<file path="src/hdl/cdab_pkg.sv">
// ----------------------------------------------------------------------------
// cdab_pkg - shared types and constants of the DNS answer builder
// Queue entry layout, terminator and verdict codes, default sizes.
// ----------------------------------------------------------------------------
package cdab_pkg;

	localparam int MAX_PACKET_DEF  = 512;
	localparam int QUEUE_DEPTH_DEF = 4;
	localparam int HDR_LEN         = 12;
	localparam int ANS_LEN         = 16;

	// what the back end appends after the echo byte of an entry
	typedef enum logic [1:0] {
		TERM_NONE   = 2'd0,
		TERM_ANSWER = 2'd1,
		TERM_DROP   = 2'd2
	} term_t;

	typedef enum logic [1:0] {
		VERD_MORE = 2'd0,
		VERD_DONE = 2'd1,
		VERD_DROP = 2'd2
	} verdict_t;

	typedef struct packed {
		logic       echo_v;
		logic [7:0] echo_byte;
		term_t      term;
	} q_entry_t;

	typedef struct packed {
		logic valid;
		logic full;
	} q_status_t;

endpackage

</file>
<file path="src/hdl/cdab_front.sv">
// ----------------------------------------------------------------------------
// cdab_front - query parser
// Tracks header position and label walk, produces one queue entry per byte that echoes or ends the packet.
// ----------------------------------------------------------------------------
module cdab_front #(
	parameter int MAX_PACKET = cdab_pkg::MAX_PACKET_DEF
) (
	input  logic                clk,
	input  logic                arst_n,
	input  logic                in_valid,
	output logic                in_ready,
	input  logic [7:0]          in_byte,
	input  logic                in_last,
	input  cdab_pkg::q_status_t q_st,
	output logic                q_push,
	output cdab_pkg::q_entry_t  q_entry
);
	import cdab_pkg::*;

	localparam int CNT_W = $clog2(MAX_PACKET + 1);
	localparam int SUM_W = CNT_W + 9;

	typedef enum logic [3:0] {
		PH_HEADER = 4'b0001,
		PH_NAME   = 4'b0010,
		PH_TAIL   = 4'b0100,
		PH_DONE   = 4'b1000
	} phase_t;

	logic [CNT_W-1:0] cnt_q, nlp_q, nlp_nx;
	phase_t           phase_q, phase_nx;
	logic [2:0]       tail_q, tail_nx;
	logic             accept, in_range;
	logic             echo_v;
	logic [7:0]       echo_b, hdr_b;
	logic [SUM_W-1:0] label_sum;

	assign in_ready = !q_st.full;
	assign accept   = in_valid && in_ready;
	assign in_range = cnt_q < CNT_W'(MAX_PACKET);

	// header rewrite: ID passes, flags 0x8180, QDCOUNT = ANCOUNT = 1, rest 0
	always_comb begin
		unique case (cnt_q) inside
			CNT_W'(0), CNT_W'(1): hdr_b = in_byte;
			CNT_W'(2):            hdr_b = 8'h81;
			CNT_W'(3):            hdr_b = 8'h80;
			CNT_W'(5), CNT_W'(7): hdr_b = 8'h01;
			default:              hdr_b = 8'h00;
		endcase
	end

	assign label_sum = SUM_W'(cnt_q) + SUM_W'(in_byte) + SUM_W'(1);

	always_comb begin
		phase_nx = phase_q;
		nlp_nx   = nlp_q;
		tail_nx  = tail_q;
		echo_v   = 1'b0;
		echo_b   = in_byte;
		if (in_range) begin
			unique case (phase_q)
				PH_HEADER: begin
					echo_v = 1'b1;
					echo_b = hdr_b;
					if (cnt_q == CNT_W'(HDR_LEN - 1))
						phase_nx = PH_NAME;
				end
				PH_NAME: begin
					echo_v = 1'b1;
					if (cnt_q == nlp_q) begin
						if (in_byte == 8'h00) begin
							phase_nx = PH_TAIL;
							tail_nx  = 3'd4;
						end else if (label_sum > SUM_W'(MAX_PACKET)) begin
							nlp_nx = CNT_W'(MAX_PACKET);
						end else begin
							nlp_nx = label_sum[CNT_W-1:0];
						end
					end
				end
				PH_TAIL: begin
					echo_v = 1'b1;
					if (tail_q != 3'd0)
						tail_nx = tail_q - 3'd1;
					if (tail_nx == 3'd0)
						phase_nx = PH_DONE;
				end
				PH_DONE: ;
				default: ;
			endcase
		end
	end

	always_comb begin
		q_entry.echo_v    = echo_v;
		q_entry.echo_byte = echo_b;
		if (!in_last)
			q_entry.term = TERM_NONE;
		else if (phase_nx == PH_DONE)
			q_entry.term = TERM_ANSWER;
		else
			q_entry.term = TERM_DROP;
	end

	assign q_push = accept && (echo_v || in_last);

	always_ff @(posedge clk or negedge arst_n) begin
		if (!arst_n) begin
			cnt_q   <= '0;
			nlp_q   <= CNT_W'(HDR_LEN);
			phase_q <= PH_HEADER;
			tail_q  <= 3'd0;
		end else if (accept) begin
			if (in_last) begin
				cnt_q   <= '0;
				nlp_q   <= CNT_W'(HDR_LEN);
				phase_q <= PH_HEADER;
				tail_q  <= 3'd0;
			end else begin
				if (in_range)
					cnt_q <= cnt_q + CNT_W'(1);
				nlp_q   <= nlp_nx;
				phase_q <= phase_nx;
				tail_q  <= tail_nx;
			end
		end
	end

endmodule

</file>
<file path="src/hdl/cdab_queue.sv">
// ----------------------------------------------------------------------------
// cdab_queue - short FIFO between parser and answer sequencer
// Register based, head visible combinationally, push and pop in the same cycle.
// ----------------------------------------------------------------------------
module cdab_queue #(
	parameter int DEPTH = cdab_pkg::QUEUE_DEPTH_DEF
) (
	input  logic                clk,
	input  logic                arst_n,
	input  logic                push,
	input  cdab_pkg::q_entry_t  push_entry,
	input  logic                pop,
	output cdab_pkg::q_entry_t  head,
	output cdab_pkg::q_status_t st
);
	import cdab_pkg::*;

	localparam int PTR_W = (DEPTH > 1) ? $clog2(DEPTH) : 1;
	localparam int CNT_W = $clog2(DEPTH + 1);

	q_entry_t         mem_q [DEPTH];
	logic [PTR_W-1:0] wr_ptr_q, rd_ptr_q;
	logic [CNT_W-1:0] count_q;
	logic             do_push, do_pop;

	assign st.valid = count_q != '0;
	assign st.full  = count_q == CNT_W'(DEPTH);
	assign head     = mem_q[rd_ptr_q];
	assign do_push  = push && !st.full;
	assign do_pop   = pop && st.valid;

	always_ff @(posedge clk) begin
		if (do_push)
			mem_q[wr_ptr_q] <= push_entry;
	end

	always_ff @(posedge clk or negedge arst_n) begin
		if (!arst_n) begin
			wr_ptr_q <= '0;
			rd_ptr_q <= '0;
			count_q  <= '0;
		end else begin
			if (do_push)
				wr_ptr_q <= (wr_ptr_q == PTR_W'(DEPTH - 1)) ? '0 : wr_ptr_q + PTR_W'(1);
			if (do_pop)
				rd_ptr_q <= (rd_ptr_q == PTR_W'(DEPTH - 1)) ? '0 : rd_ptr_q + PTR_W'(1);
			if (do_push && !do_pop)
				count_q <= count_q + CNT_W'(1);
			else if (do_pop && !do_push)
				count_q <= count_q - CNT_W'(1);
		end
	end

endmodule

</file>
<file path="src/hdl/cdab_back.sv">
// ----------------------------------------------------------------------------
// cdab_back - response sequencer
// Drains queue entries into the output register, appends A record or drop.
// ----------------------------------------------------------------------------
module cdab_back (
	input  logic                clk,
	input  logic                arst_n,
	input  cdab_pkg::q_status_t q_st,
	input  cdab_pkg::q_entry_t  head,
	output logic                pop,
	input  logic [31:0]         answer_ip,
	output logic                out_valid,
	input  logic                out_ready,
	output logic [7:0]          out_byte,
	output logic                out_last,
	output logic [1:0]          verdict
);
	import cdab_pkg::*;

	localparam int IDX_W   = $clog2(ANS_LEN);
	localparam int REC_LEN = ANS_LEN - 4;

	// name pointer to offset 12, type A, class IN, TTL 60, RDLENGTH 4
	localparam logic [7:0] ANS_REC [REC_LEN] = '{
		8'hC0, 8'h0C, 8'h00, 8'h01, 8'h00, 8'h01,
		8'h00, 8'h00, 8'h00, 8'h3C, 8'h00, 8'h04
	};

	logic             out_valid_q, out_last_q;
	logic [7:0]       out_byte_q;
	verdict_t         verdict_q;
	logic             echo_sent_q, echo_sent_nx;
	logic [IDX_W-1:0] idx_q, idx_nx;
	logic             load, emit, emit_last;
	logic [7:0]       emit_byte, ans_byte;
	verdict_t         emit_verd;

	assign load = !out_valid_q || out_ready;

	always_comb begin
		if (idx_q < IDX_W'(REC_LEN)) begin
			ans_byte = ANS_REC[idx_q];
		end else begin
			case (idx_q[1:0])
				2'd0:    ans_byte = answer_ip[7:0];
				2'd1:    ans_byte = answer_ip[15:8];
				2'd2:    ans_byte = answer_ip[23:16];
				default: ans_byte = answer_ip[31:24];
			endcase
		end
	end

	always_comb begin
		emit         = 1'b0;
		emit_byte    = 8'h00;
		emit_last    = 1'b0;
		emit_verd    = VERD_MORE;
		pop          = 1'b0;
		echo_sent_nx = echo_sent_q;
		idx_nx       = idx_q;
		if (q_st.valid && load) begin
			emit = 1'b1;
			if (head.echo_v && !echo_sent_q) begin
				emit_byte = head.echo_byte;
				if (head.term == TERM_NONE)
					pop = 1'b1;
				else
					echo_sent_nx = 1'b1;
			end else begin
				unique case (head.term)
					TERM_DROP: begin
						emit_last    = 1'b1;
						emit_verd    = VERD_DROP;
						pop          = 1'b1;
						echo_sent_nx = 1'b0;
					end
					TERM_ANSWER: begin
						emit_byte = ans_byte;
						if (idx_q == IDX_W'(ANS_LEN - 1)) begin
							emit_last    = 1'b1;
							emit_verd    = VERD_DONE;
							pop          = 1'b1;
							echo_sent_nx = 1'b0;
							idx_nx       = '0;
						end else begin
							idx_nx = idx_q + IDX_W'(1);
						end
					end
					default: begin
						emit = 1'b0;
						pop  = 1'b1;
					end
				endcase
			end
		end
	end

	always_ff @(posedge clk or negedge arst_n) begin
		if (!arst_n) begin
			out_valid_q <= 1'b0;
			echo_sent_q <= 1'b0;
			idx_q       <= '0;
		end else begin
			if (load)
				out_valid_q <= emit;
			echo_sent_q <= echo_sent_nx;
			idx_q       <= idx_nx;
		end
	end

	always_ff @(posedge clk) begin
		if (load && emit) begin
			out_byte_q <= emit_byte;
			out_last_q <= emit_last;
			verdict_q  <= emit_verd;
		end
	end

	assign out_valid = out_valid_q;
	assign out_byte  = out_byte_q;
	assign out_last  = out_last_q;
	assign verdict   = verdict_q;

endmodule

</file>
<file path="src/hdl/captive_dns_answer_builder.sv">
// ----------------------------------------------------------------------------
// captive_dns_answer_builder - DNS query to captive answer rewriter
// Turns a query datagram into a response pointing every name at one address.
// ----------------------------------------------------------------------------
// Usage:
//  Input channel (in_valid/in_ready, in_byte, in_last) carries the query one
//  byte per transaction, in_last on the final byte. Output channel
//  (out_valid/out_ready, out_byte, out_last, verdict) carries the response
//  one byte per transaction; verdict is 1 on the closing answer byte and 2
//  on the single drop transaction that replaces the answer for a short or
//  incomplete query. Header and question bytes are echoed (header rewritten),
//  later bytes are swallowed, bytes past MAX_PACKET are not echoed.
//  cfg_we/cfg_wdata load the answer address; write it only while idle.
//  Path: an echoed byte passes through the queue and then the output register.
//  Throughput: one byte per cycle on both sides while the queue is neither
//  full nor empty and the receiver is ready. The final query byte makes the
//  sequencer emit its echo, if any, then the 16-byte A record, and the
//  QUEUE_DEPTH-entry queue absorbs input meanwhile; in_ready is low while full.
//  Receiver stall: the output register holds, the queue fills, and only then
//  is the input side held off.
//  Reset: parse state returns to the header phase, queue and output register
//  empty, answer address 0. No clearing pass.
// ----------------------------------------------------------------------------
module captive_dns_answer_builder #(
	parameter int MAX_PACKET  = cdab_pkg::MAX_PACKET_DEF,
	parameter int QUEUE_DEPTH = cdab_pkg::QUEUE_DEPTH_DEF
) (
	input  logic        clk,
	input  logic        arst_n,
	input  logic        in_valid,
	output logic        in_ready,
	input  logic [7:0]  in_byte,
	input  logic        in_last,
	output logic        out_valid,
	input  logic        out_ready,
	output logic [7:0]  out_byte,
	output logic        out_last,
	output logic [1:0]  verdict,
	input  logic        cfg_we,
	input  logic [31:0] cfg_wdata
);
	import cdab_pkg::*;

	logic [31:0] answer_ip_q;
	q_status_t   q_st;
	q_entry_t    q_entry, q_head;
	logic        q_push, q_pop;

	// answer address register; the user must write it only between packets, the block does not enforce this
	always_ff @(posedge clk or negedge arst_n) begin
		if (!arst_n)
			answer_ip_q <= 32'd0;
		else if (cfg_we)
			answer_ip_q <= cfg_wdata;
	end

	// parser: one entry per accepted byte that echoes or ends the packet
	cdab_front #(
		.MAX_PACKET(MAX_PACKET)
	) u_front (
		.clk      (clk),
		.arst_n   (arst_n),
		.in_valid (in_valid),
		.in_ready (in_ready),
		.in_byte  (in_byte),
		.in_last  (in_last),
		.q_st     (q_st),
		.q_push   (q_push),
		.q_entry  (q_entry)
	);

	// decoupling queue
	cdab_queue #(
		.DEPTH(QUEUE_DEPTH)
	) u_queue (
		.clk        (clk),
		.arst_n     (arst_n),
		.push       (q_push),
		.push_entry (q_entry),
		.pop        (q_pop),
		.head       (q_head),
		.st         (q_st)
	);

	// sequencer with the output register
	cdab_back u_back (
		.clk       (clk),
		.arst_n    (arst_n),
		.q_st      (q_st),
		.head      (q_head),
		.pop       (q_pop),
		.answer_ip (answer_ip_q),
		.out_valid (out_valid),
		.out_ready (out_ready),
		.out_byte  (out_byte),
		.out_last  (out_last),
		.verdict   (verdict)
	);

	// a drop transaction is always a lone zero byte closing the response
	a_drop_shape: assert property (@(posedge clk) disable iff (!arst_n)
		(out_valid && verdict == VERD_DROP) |-> (out_byte == 8'h00 && out_last))
		else $error("drop transaction with data or without last");

	// last marker and closing verdict travel together
	a_last_verdict: assert property (@(posedge clk) disable iff (!arst_n)
		out_valid |-> (out_last == (verdict != VERD_MORE)))
		else $error("out_last disagrees with verdict");

	// sequencer only pops a filled queue
	a_pop_nonempty: assert property (@(posedge clk) disable iff (!arst_n)
		q_pop |-> q_st.valid)
		else $error("pop from empty queue");

	// every queued entry produces at least one output transaction
	a_push_useful: assert property (@(posedge clk) disable iff (!arst_n)
		q_push |-> (q_entry.echo_v || q_entry.term != TERM_NONE))
		else $error("empty entry pushed");

endmodule
</file>
<file path="config.mk">
export PLATFORM = sky130hd
export DESIGN_NAME = captive_dns_answer_builder
export DESIGN_NICKNAME = d
export VERILOG_FILES = /design/src/hdl/cdab_pkg.sv /design/src/hdl/cdab_front.sv /design/src/hdl/cdab_queue.sv /design/src/hdl/cdab_back.sv /design/src/hdl/captive_dns_answer_builder.sv
export SDC_FILE = /design/constraint.sdc
export NUM_CORES = 1
export LEC_CHECK = 0
export ABC_AREA = 1
export BUFFER_PORTS_ARGS = -buffer_cell sky130_fd_sc_hd__buf_2
export CORE_ASPECT_RATIO = 1.2
export CORE_UTILIZATION = 35
export CTS_CLUSTER_DIAMETER = 80
export DETAILED_ROUTE_END_ITERATION = 8
export GPL_TIMING_DRIVEN = 1
export PLACE_DENSITY_LB_ADDON = 0.3
export SLEW_MARGIN = 15
export SYNTH_ARGS = -nofsm -noshare
export SYNTH_HDL_FRONTEND = slang
export SYNTH_SLANG_ARGS = --single-unit
export TNS_END_PERCENT = 1
</file>
<file path="constraint.sdc">
create_clock -name clk -period 5.4 [get_ports clk]
set_clock_uncertainty 0.2 [all_clocks]
set_input_delay 1.08 -clock clk [delete_from_list [all_inputs] [get_ports clk]]
set_output_delay 1.08 -clock clk [all_outputs]
set_load 0.05 [all_outputs]
</file>
==> impl_metrics.tcl <==
set metrics [dict create \
    layout_commonest_cell "nand2_1" \
    rows 56 \
    multi_input_area_sq_um 3100 \
    drc 0 \
    cts_max_level 4 \
    grt_pass1_vias 5295 \
    grt_max_degree 73 \
    core_area_sq_um 19600 \
    die_w_um 132 \
    cts_resized 0 \
    status "completed" \
    num_vias 5423 \
    cp-end-kind "flip-flop" \
    regArea_sq_um 3460 \
    areaGrowthSynthToFinish_pct 16.4 \
    cts_hold_buf 0 \
    final-hold-violation-count 0 \
    setup_tns_ns 0 \
    yosys.cell_types.count 46 \
    path_clk_slew_ns 0.06 \
    fill_cells 1969 \
    max_slew.worst_pin.slew_ns 1.14 \
    postCtsSetupRepairBufs 0 \
    cts_made_buffers 17 \
    antenna_found_initial 0 \
    cts-root-buf "clkbuf_16" \
    max_freq_mhz 268 \
    p_leak_uw 0.00364 \
    drtIter0Drc 277 \
    power.density_nw_per_um2 502 \
    maxSlewViolCount 0 \
    ys_seq_elements 127 \
    grt_usage_pct 15.7 \
    dieArea_sq_um 20700 \
    synth_area_sq_um 7050 \
    insertion_delay_ns 0.41 \
    arrival_ns 3.82 \
    fin_nets 919 \
    die_y_um 157 \
    synth_enable_flop_cells 55 \
    hp-class "flip-flop to flip-flop" \
    synth_ff_type "dfrtp_1" \
    drt_wl_total_um 15600 \
    worst_setup_path_start_kind "flip-flop" \
    detail_route.wl_per_cell_um 14.0 \
    cts_buffer_depth 2 \
    detailed_place_hpwl_um 11600 \
    ioPinCount 59 \
    crit_type "flip-flop to flip-flop" \
    diodes 0 \
    finalCritPeriodShare_pct 69.0 \
    ir_worst_vdd_uv 278 \
    worstPathMaxFanout 25 \
    synth_area_leaders "dfrtp_1, edfxtp_1, nand2_1, inv_1, ha_1" \
    syn_inst 780 \
    maxCapViolCount 0 \
    dr.pass1.iters 5 \
    yosys_warnings 0 \
    synthArstFlopShare_pct 56.7 \
    start_util_pct 35.9 \
    required_ns 5.49 \
    ant_nets 0 \
    relSlewSlack_pct 24.0 \
    overflow 0 \
    finish.utilization_pct 41.8 \
    vias_per_cell 4.86 \
    yosys.area.top_type "dfrtp_1" \
    finalSetupViolCount 0 \
    fin_crit_ns 3.73 \
    gp_congestion 0.797 \
    holdWs_ns 0.308 \
    postSynthAreaPerCell_sq_um 9.04 \
    cts_sinks 127 \
    post_route_cells_drive_above_1_share_pct 20.7 \
    cts_tree "built" \
    rsz0062_at_grt "no" \
    final_cell_mix "nand2_1, inv_1, nor2_1" \
    syn-num-nets 857 \
    yosysSeqAreaShare_pct 49.0 \
    grt_pass1_wl_um 25500 \
    port_buffers 58 \
    synth_top_area_share_pct 24.5 \
]
-- synth_stat cells, types with 3 or more instances --
| cell type | n |
|---|---|
| nand2_4 | 9 |
| o21ai_2 | 6 |
| xnor2_1 | 4 |
| a21oi_2 | 3 |
| inv_2 | 6 |
| nand2_2 | 11 |
| o22ai_1 | 17 |
| ha_1 | 29 |
| nor4_1 | 5 |
| mux2_2 | 20 |
| nor2_1 | 78 |
| o21ai_0 | 68 |
| clkbuf_1 | 13 |
| nor3_1 | 15 |
| nand2_1 | 119 |
| xor2_1 | 7 |
| nor2_2 | 6 |
| a21oi_1 | 35 |
| o2111ai_1 | 4 |
| nand3_2 | 7 |
| nand3_1 | 39 |
| o21ai_1 | 5 |
| nand4_1 | 4 |
| dfrtp_1 | 69 |
| inv_1 | 107 |
| or2_2 | 5 |
| edfxtp_1 | 55 |
| a221oi_1 | 5 |
| dfstp_2 | 3 |
| nor2_4 | 4 |
-- cell type report --
class,count,share of cell area (%)
Sequential cell,127,42.1
Clock buffer,18,5.49
Clock inverter,14,1.71
Tap cell,261,3.98
Multi-Input combinational cell,523,37.8
Inverter,114,5.22
Timing Repair Buffer,59,3.66
-- per-layer routing --
metal | wire, um | up-vias | GRT usage, %
met2 | 8490 | 80 | 30.1
li1 | - | 2742 | -
met4 | 210 | 0 | 4.93
met3 | 428 | 17 | 3.32
met1 | 6480 | 2584 | 17.3
met5 | 0 | - | 0
-- critical path, stage by stage (launching register included) --
cell	delay (ns)
dfrtp_1	0.80
inv_1	0.51
nand2_1	0.16
a32oi_1	0.12
inv_1	0.11
ha_1	0.19
inv_1	0.09
nor3_1	0.23
nor3_1	0.12
inv_1	0.08
ha_1	0.13
inv_1	0.06
fa_1	0.38
a21oi_1	0.15
o21ai_0	0.11
xor2_1	0.15
-- cells by family after synthesis --
| family | count (synthesis) | share of synthesized area (%) |
|---|---|---|
| AO/OA/AOI/OAI | 150 | 12.2 |
| XOR/XNOR | 11 | 1.37 |
| adder cells (fa/ha/maj) | 31 | 5.72 |
| buffers and inverters | 130 | 6.96 |
| flip-flops | 127 | 49.0 |
| multiplexers | 20 | 3.19 |
| AND/OR/NAND/NOR | 311 | 21.5 |
-- worst paths after layout --
kind / from / end / slack, ns / depth (start not counted)
worst max-delay path: u_queue.rd_ptr_q[0]$_DFFE_PN0P_ / u_queue.count_q[2]$_DFFE_PN0P_ / 1.67 / 15
worst min-delay path: answer_ip_q[12]$_DFFE_PN0P_ / answer_ip_q[12]$_DFFE_PN0P_ / 0.31 / 1
worst max register to register: u_queue.rd_ptr_q[0]$_DFFE_PN0P_ / u_queue.count_q[2]$_DFFE_PN0P_ / 1.67 / 15
worst min register to register: answer_ip_q[12]$_DFFE_PN0P_ / answer_ip_q[12]$_DFFE_PN0P_ / 0.31 / 1
max in group asynchronous: arst_n / u_front.nlp_q[1]$_DFFE_PN0P_ / 3.77 / 1
min in group asynchronous: arst_n / answer_ip_q[16]$_DFFE_PN0P_ / 0.60 / 1
-- stage by stage --
step | total power [uW] | worst slack (ns) | cells | instance area [sq um]
after floorplan | 2600 | 2.13 | 780 | 7050
after global placement | 2990 | 1.75 | 1084 | 7610
after detailed placement | 3000 | 1.68 | 1084 | 7610
after CTS | 4150 | 1.66 | 1116 | 8200
after global routing | 4400 | 1.26 | 1116 | 8200
final | 4120 | 1.67 | 1116 | 8200
-- where the power goes --
group          internal (uW)  switching (uW)
clock network            677             465
registers               1310             136
logic                    460            1070
-- flip-flops by register name (all words and copies together), names as in the netlist --
| name | cells |
|---|---|
| u_queue.mem_q | 44 |
| answer_ip_q | 32 |
| u_front.cnt_q | 10 |
| u_front.nlp_q | 10 |
| u_back.out_byte | 8 |
| u_back.idx_q | 4 |
| u_front.phase_q | 4 |
| u_front.tail_q | 3 |
| u_queue.count_q | 3 |
| u_back.verdict | 2 |
| u_queue.rd_ptr_q | 2 |
| u_queue.wr_ptr_q | 2 |
| u_back.echo_sent_q | 1 |
| u_back.out_last | 1 |
| u_back.out_valid | 1 |
No activity file was read; power rests on OpenSTA's default activity.
